`src/hw/rtl/csnb_pkg.sv`:
```
// Package for the source noise blanker: payload structs, lexer mode codes,
// character constants and the per-byte lexer decision function.
// No dependencies.
package csnb_pkg;

   // Character codes the lexer reacts to
   localparam logic [7:0] ChHash   = 8'd35;
   localparam logic [7:0] ChSlash  = 8'd47;
   localparam logic [7:0] ChStar   = 8'd42;
   localparam logic [7:0] ChDquote = 8'd34;
   localparam logic [7:0] ChSquote = 8'd39;
   localparam logic [7:0] ChBslash = 8'd92;
   localparam logic [7:0] ChNl     = 8'd10;
   localparam logic [7:0] ChUnder  = 8'd95;
   localparam logic [7:0] ChSpace  = 8'd32;
   localparam logic [7:0] ChNul    = 8'd0;

   // Output queue sizing: room for the two results one item can cause
   localparam int unsigned RspDepth   = 4;
   localparam int unsigned RspPtrW    = $clog2(RspDepth);
   localparam int unsigned RspCountW  = $clog2(RspDepth + 1);

   typedef enum logic [2:0] {
      MODE_NORMAL  = 3'd0,
      MODE_LINE    = 3'd1,
      MODE_BLOCK   = 3'd2,
      MODE_STRING  = 3'd3,
      MODE_CHAR    = 3'd4,
      MODE_PREPROC = 3'd5
   } lex_mode_type;

   typedef struct packed {
      logic [7:0] source_byte;
      logic       end_of_text;
   } req_type;

   typedef struct packed {
      logic [7:0] clean_byte;
      logic       last_byte;
   } rsp_type;

   typedef struct packed {
      lex_mode_type mode;
      logic         line_start;
      logic         skip_next;
      logic         prev_ident;
   } lex_state_type;

   typedef struct packed {
      lex_state_type st;
      logic [7:0]    out_byte;
   } lex_result_type;

   localparam lex_state_type LexReset = '{
      mode:       MODE_NORMAL,
      line_start: 1'b1,
      skip_next:  1'b0,
      prev_ident: 1'b0
   };

   function automatic logic is_ident(logic [7:0] c);
      return (c >= 8'd48 && c <= 8'd57) || (c >= 8'd65 && c <= 8'd90) ||
             (c >= 8'd97 && c <= 8'd122) || c == ChUnder;
   endfunction

   function automatic logic is_space(logic [7:0] c);
      return c == ChSpace || (c >= 8'd9 && c <= 8'd13);
   endfunction

   // Decide byte c with lookahead nx; returns the emitted byte and next state
   function automatic lex_result_type csnb_decide(lex_state_type st, logic [7:0] c,
                                                  logic [7:0] nx);
      lex_result_type r;
      logic ident_before;
      ident_before = st.prev_ident;
      r.st = st;
      r.out_byte = ChSpace;
      r.st.prev_ident = is_ident(c);
      if (st.skip_next) begin
         r.st.skip_next = 1'b0;
      end else begin
         unique case (st.mode)
            MODE_LINE, MODE_PREPROC: begin
               if (c == ChBslash && nx == ChNl) begin
                  r.st.skip_next = 1'b1;
               end else if (c == ChNl) begin
                  r.out_byte = ChNl;
                  r.st.line_start = 1'b1;
                  r.st.mode = MODE_NORMAL;
               end
            end
            MODE_BLOCK: begin
               if (c == ChStar && nx == ChSlash) begin
                  r.st.mode = MODE_NORMAL;
                  r.st.skip_next = 1'b1;
               end else if (c == ChNl) begin
                  r.out_byte = ChNl;
               end
            end
            MODE_STRING: begin
               if (c == ChBslash) begin
                  r.st.skip_next = 1'b1;
               end else if (c == ChDquote) begin
                  r.st.mode = MODE_NORMAL;
               end else if (c == ChNl) begin
                  r.out_byte = ChNl;
               end
            end
            MODE_CHAR: begin
               if (c == ChBslash) begin
                  r.st.skip_next = 1'b1;
               end else if (c == ChSquote) begin
                  r.st.mode = MODE_NORMAL;
               end
            end
            // normal mode, and the unreachable codes behave the same
            default: begin
               if (st.line_start && c == ChHash) begin
                  r.st.mode = MODE_PREPROC;
               end else if (c == ChSlash && nx == ChSlash) begin
                  r.st.mode = MODE_LINE;
                  r.st.skip_next = 1'b1;
               end else if (c == ChSlash && nx == ChStar) begin
                  r.st.mode = MODE_BLOCK;
                  r.st.skip_next = 1'b1;
               end else if (c == ChDquote) begin
                  r.st.mode = MODE_STRING;
               end else if (c == ChSquote && !ident_before) begin
                  r.st.mode = MODE_CHAR;
               end else begin
                  r.out_byte = c;
                  if (c == ChNl) begin
                     r.st.line_start = 1'b1;
                  end else if (!is_space(c)) begin
                     r.st.line_start = 1'b0;
                  end
               end
            end
         endcase
      end
      return r;
   endfunction

endpackage

```
`src/hw/rtl/c_source_noise_blanker.sv`:
```
// Source noise blanker top level: byte lexer with one-byte lookahead and a
// small output queue. Depends on csnb_pkg.
//
// Usage:
//   req_ channel carries one source byte per transfer; end_of_text marks the
//   final byte of a text. rsp_ channel returns the cleaned stream, same
//   length, with comments, literals and preprocessor lines turned to spaces
//   and last_byte set on the final byte of each text.
//   Each byte is held until its successor arrives, so a byte's result is
//   queued at the transfer of the next byte. The final byte is decided at
//   once against a NUL lookahead, and when a byte is held its transfer queues
//   two results (held byte and final byte).
//   Throughput: one byte per cycle while req_stall is low; the final byte of a
//   text adds one extra result, drained by the single result port.
//   The queue holds four results; req_stall is high while more than two are
//   waiting, so a stalled receiver backs up into the sender after at most
//   four further transfers.
//   After reset the lexer is in normal mode at line start with nothing held
//   and the queue empty; the same lexer state, with nothing held, returns after every final byte.
module c_source_noise_blanker (
   input  logic              clock,
   input  logic              reset,
   input  logic              req_valid,
   output logic              req_stall,
   input  csnb_pkg::req_type req_data,
   output logic              rsp_valid,
   input  logic              rsp_stall,
   output csnb_pkg::rsp_type rsp_data
);
   import csnb_pkg::*;

   lex_state_type st_ff, st_in;
   logic [7:0]    held_byte_ff, held_byte_in;
   logic          held_valid_ff, held_valid_in;

   rsp_type                fifo_ff [RspDepth];
   logic [RspPtrW-1:0]     wr_ptr_ff, wr_ptr_in, rd_ptr_ff, rd_ptr_in;
   logic [RspCountW-1:0]   count_ff, count_in;

   logic           req_xfer, rsp_xfer;
   lex_result_type dec_held, dec_cur;
   lex_state_type  st_mid;
   rsp_type        ent_held, ent_last, ent_first;
   logic [1:0]     push_cnt;
   logic [RspPtrW-1:0] wr_ptr_nxt;

   // Handshakes
   assign req_stall = (count_ff > RspCountW'(RspDepth - 2));
   assign req_xfer  = req_valid && !req_stall;
   assign rsp_valid = (count_ff != '0);
   assign rsp_xfer  = rsp_valid && !rsp_stall;
   assign rsp_data  = fifo_ff[rd_ptr_ff];

   // Decide the held byte, then the current one when it closes the text
   always_comb begin
      dec_held = csnb_decide(st_ff, held_byte_ff, req_data.source_byte);
      st_mid   = held_valid_ff ? dec_held.st : st_ff;
      dec_cur  = csnb_decide(st_mid, req_data.source_byte, ChNul);
      ent_held = '{clean_byte: dec_held.out_byte, last_byte: 1'b0};
      ent_last = '{clean_byte: dec_cur.out_byte, last_byte: 1'b1};
      ent_first = held_valid_ff ? ent_held : ent_last;
      push_cnt = req_xfer ? ({1'b0, held_valid_ff} + {1'b0, req_data.end_of_text}) : 2'd0;
      wr_ptr_nxt = wr_ptr_ff + RspPtrW'(1);
   end

   // Lexer state update
   always_comb begin
      st_in         = st_ff;
      held_byte_in  = held_byte_ff;
      held_valid_in = held_valid_ff;
      if (req_xfer) begin
         if (req_data.end_of_text) begin
            st_in         = LexReset;
            held_valid_in = 1'b0;
         end else begin
            st_in         = st_mid;
            held_byte_in  = req_data.source_byte;
            held_valid_in = 1'b1;
         end
      end
   end

   // Queue pointers and fill count
   always_comb begin
      wr_ptr_in = wr_ptr_ff + RspPtrW'(push_cnt);
      rd_ptr_in = rsp_xfer ? rd_ptr_ff + RspPtrW'(1) : rd_ptr_ff;
      count_in  = count_ff + RspCountW'(push_cnt) - RspCountW'(rsp_xfer);
   end

   always_ff @(posedge clock) begin
      if (reset) begin
         st_ff         <= LexReset;
         held_valid_ff <= 1'b0;
         wr_ptr_ff     <= '0;
         rd_ptr_ff     <= '0;
         count_ff      <= '0;
      end else begin
         st_ff         <= st_in;
         held_valid_ff <= held_valid_in;
         wr_ptr_ff     <= wr_ptr_in;
         rd_ptr_ff     <= rd_ptr_in;
         count_ff      <= count_in;
      end
   end

   // Payload registers
   always_ff @(posedge clock) begin
      held_byte_ff <= held_byte_in;
      if (push_cnt != 2'd0) begin
         fifo_ff[wr_ptr_ff] <= ent_first;
      end
      if (push_cnt == 2'd2) begin
         fifo_ff[wr_ptr_nxt] <= ent_last;
      end
   end

   // Checks
   a_count_range: assert property (@(posedge clock) disable iff (reset)
      count_ff <= RspCountW'(RspDepth))
      else $error("result queue over capacity");

   a_count_track: assert property (@(posedge clock) disable iff (reset)
      !$past(reset) |-> count_ff == $past(count_ff) + RspCountW'($past(push_cnt))
                                    - RspCountW'($past(rsp_xfer)))
      else $error("result queue count mismatch");

   a_last_flushes: assert property (@(posedge clock) disable iff (reset)
      req_xfer && req_data.end_of_text |=> !held_valid_ff && st_ff == LexReset)
      else $error("lexer not returned to start after final byte");

   a_byte_held: assert property (@(posedge clock) disable iff (reset)
      req_xfer && !req_data.end_of_text |=> held_valid_ff &&
                                           held_byte_ff == $past(req_data.source_byte))
      else $error("lookahead byte not held");

endmodule
```
`config.mk`:
```
export PLATFORM = sky130hd
export DESIGN_NAME = c_source_noise_blanker
export DESIGN_NICKNAME = d
export VERILOG_FILES = /design/src/hw/rtl/csnb_pkg.sv /design/src/hw/rtl/c_source_noise_blanker.sv
export SDC_FILE = /design/constraint.sdc
export NUM_CORES = 1
export LEC_CHECK = 0
export BUFFER_PORTS_ARGS = -buffer_cell sky130_fd_sc_hd__buf_2
export CAP_MARGIN = 15
export CELL_PAD_IN_SITES_DETAIL_PLACEMENT = 1
export CELL_PAD_IN_SITES_GLOBAL_PLACEMENT = 1
export CORE_MARGIN = 2
export CORE_UTILIZATION = 53
export CTS_BUF_LIST = sky130_fd_sc_hd__clkbuf_4
export DETAILED_ROUTE_END_ITERATION = 16
export PLACE_DENSITY_LB_ADDON = 0.1
export SLEW_MARGIN = 25
export SYNTH_ARGS = -nofsm -noshare
export SYNTH_HDL_FRONTEND = slang
export SYNTH_SLANG_ARGS = --single-unit
```
`constraint.sdc`:
```
create_clock -name clock -period 7.1 [get_ports clock]
set_clock_uncertainty 0.1 [all_clocks]
set_input_delay 0.71 -clock clock [delete_from_list [all_inputs] [get_ports clock]]
set_output_delay 0.71 -clock clock [all_outputs]
set_load 0.005 [all_outputs]
```
==> flow_metrics.py <==
metrics = {
    "run_status": {
        "outcome": "completed",
    },
    "worst_setup_path": {
        "critPathKind": "reg2reg",
        "crit_path_end_kind": "register",
        "start_kind": "register",
        "cp.required_ps": 7140,
        "path_max_fanout": 7,
        "cp.arrival_ps": 3870,
    },
    "synthesis": {
        "synthXorXnorAreaFrac": 0.0167,
        "synthAdderAreaFrac": 0.0225,
        "syn-num-nets": 390,
        "ys_warn_count": 0,
        "synth_top_family_by_area": "simple AND/OR/NAND/NOR gates",
        "yosysSeqAreaShare": 0.436,
        "synth-main-ff-cell": "edfxtp_1",
        "synth_area_sq_um": 3670,
        "postSynthAreaPerCell_sq_um": 9.90,
        "synthMuxAreaShare": 0.0579,
        "synth-async-reset-ratio": 0,
        "synth_simple_gate_area_share": 0.229,
        "synth-edff-count": 40,
        "synthDistinctLibCells": 66,
        "ys_ff_latch": 60,
        "syn_inst": 371,
        "synth-compound-area-share": 0.204,
    },
    "cells_and_area": {
        "multi_input_area_sq_um": 1950,
        "utilization": 0.586,
        "fin_nets": 400,
        "area.sequential_sq_um": 1600,
        "antenna_cells": 0,
        "syn2layout_area_growth_pct": 7.87,
        "final_design_area_no_fill_sq_um": 3960,
        "fillCellCount": 755,
        "drive_above_1_share": 0.179,
    },
    "clock_tree": {
        "clockBufferDepth": 2,
        "clk_latency_ps": 410,
        "cts_tree": "built",
        "ctsResizeCount": 0,
        "cts_hold_buffers": 0,
        "cts.sinks": 60,
        "post_cts_buffers": 0,
        "cts.clk_slew.worst_paths_ps": 130,
        "numCtsBuffers": 9,
        "root_buffer": "clkbuf_4",
        "cts_max_level": 3,
    },
    "floorplan": {
        "initial_core_util": 0.544,
        "io_pins": 24,
        "core-area_sq_um": 6760,
        "die_w_microns": 87.2,
        "fp.dieH_microns": 87.2,
        "die_area_sq_um": 7610,
        "row_count": 30,
    },
    "global_route": {
        "antenna_found_initial": 0,
        "grt_overflow_total": 0,
        "grt_max_degree": 19,
        "grt_usage": 0.304,
        "grt_pass1_wl_microns": 17200,
        "grt_pass1_vias": 3210,
    },
    "detailed_routing": {
        "drc_errors": 0,
        "via_per_inst": 6.86,
        "drt_wl_total_microns": 11000,
        "first_iter_violations": 232,
        "first_pass_iters": 6,
        "wl_per_cell_microns": 23.6,
        "postRouteAntennaNets": 0,
        "vias": 3195,
    },
    "timing": {
        "fin_crit_ps": 3820,
        "tightest_slew_ps": 752,
        "setup_tns_ps": 0,
        "hold_viol_final": 0,
        "relSlewSlack": 0.498,
        "max_freq_mhz": 261,
        "drv_slew": 0,
        "timing.final.crit_share": 0.539,
        "rsz0062_at_grt": "false",
        "setup_viol": 0,
    },
    "placed_design": {
        "dpl_cell_area_sq_um": 3790,
        "hpwl_microns": 7760,
        "port_buffers": 23,
        "place_congestion": 0.946,
    },
    "run": {
        "maxCapViolCount": 0,
    },
    "min_path": {
        "hold_path_class": "reg2reg",
    },
    "pwr": {
        "ir_drop_uv": 133,
        "p_per_area_nw_per_um2": 268,
        "power.leakage_nw": 1.39,
    },
}
-- per-stage QoR --
stage | hold slack (ps) | cells | setup slack [ps] | total power, mW
after CTS | 355 | 466 | 3330 | 1.06
after detailed placement | 338 | 450 | 3060 | 0.773
after floorplan | 318 | 371 | 3580 | 0.674
after global routing | 372 | 466 | 3070 | 1.11
after global placement | 330 | 450 | 3230 | 0.754
final | 352 | 466 | 3280 | 1.06
-- worst paths after layout --
| kind | from | end | slack [ps] | cells past startpoint |
|---|---|---|---|---|
| worst max-delay path | held_byte_ff[6] | fifo_ff[1][2] | 3280 | 9 |
| worst min-delay path | fifo_ff[3][0] | fifo_ff[3][0] | 350 | 2 |
| worst min register to register | fifo_ff[3][0] | fifo_ff[3][0] | 350 | 2 |
| worst max register to register | held_byte_ff[6] | fifo_ff[1][2] | 3280 | 9 |
-- synthesized netlist by cell type, types with 4 or more instances --
library cell  count  area share
o22ai_1          34       0.058
nand3_1           6      0.0082
nand2b_1          7       0.012
ha_1              5       0.017
a31oi_1           6       0.010
nand3b_1          9       0.018
edfxtp_1         40        0.33
nor3_1            7      0.0095
nor4_1            6       0.010
nor2b_1           8       0.014
clkbuf_1         20       0.020
mux4_2            9       0.055
nand2_1          38       0.039
xnor2_1           5       0.012
o21a_1            5       0.010
dfxtp_1          20        0.11
o21ai_0           9       0.012
nor2_1           28       0.029
inv_1             8      0.0082
a22oi_1           4      0.0082
a21oi_1          18       0.025
nand4_1           6       0.010
-- where the power goes --
group          leakage (nW)  switching [mW]  total (mW)  internal [mW]
registers             0.529          0.0585       0.485          0.426
logic                 0.775           0.147       0.285          0.138
clock network        0.0908           0.147       0.292          0.145
-- state kept, by name, indices dropped and copies added, names as in the netlist, named ones only --
name and flops:
count_ff 3, fifo_ff 36, held_byte_ff 8, held_valid_ff 1, rd_ptr_ff 2, st_ff 6
wr_ptr_ff 2
-- cells by family after synthesis --
kind of cell             after synthesis
flip-flops                            60
buffers and inverters                 32
XOR/XNOR                               7
adder cells (fa/ha/maj)                6
multiplexers                          10
AO/OA/AOI/OAI                        105
AND/OR/NAND/NOR                      151
-- per-layer routing --
layer / vias to the layer above / routed length [microns] / global-route usage
li1: 1460 / - / -
met1: 1561 / 4420 / 0.372
met2: 139 / 5400 / 0.510
met3: 35 / 750 / 0.0654
met4: 0 / 453 / 0.143
met5: - / 0 / 0
-- final cells by class --
class | count | share of cell area
clock buffer | 9 | 0.0171
inverter | 8 | 0.00758
tap | 80 | 0.0253
sequential | 60 | 0.404
multi-input combinational | 279 | 0.492
clock inverter | 7 | 0.0246
timing repair buffer | 23 | 0.0291
-- layout by cell type, fill, tap and decap left out, drive strengths merged, types with 4 or more instances in the layout --
cell,netlist,final
nand3,8,8
nand3b,9,9
inv,8,10
a21oi,19,19
xnor2,5,5
o211ai,4,4
a32oi,4,4
nor2b,8,8
a22oi,4,4
o22ai,34,34
o21ai,10,10
nand4,6,6
nor2,30,30
nand2b,7,7
dfxtp,20,20
ha,5,5
edfxtp,40,40
a31oi,6,6
clkbuf,20,9
nand2,40,40
mux4,9,9
nor4,6,6
nor3,8,8
buf,4,23
o21a,5,5
-- worst max-delay path: stages, from the launching register on --
cell	delay, ps
edfxtp_1	530
or4b_1	700
or3_4	460
o21ai_0	150
o21ai_0	150
a32oi_2	440
mux2i_1	350
o22ai_1	120
a21oi_1	410
o22ai_1	140
Note: power is estimated with default switching activity, not from simulation.
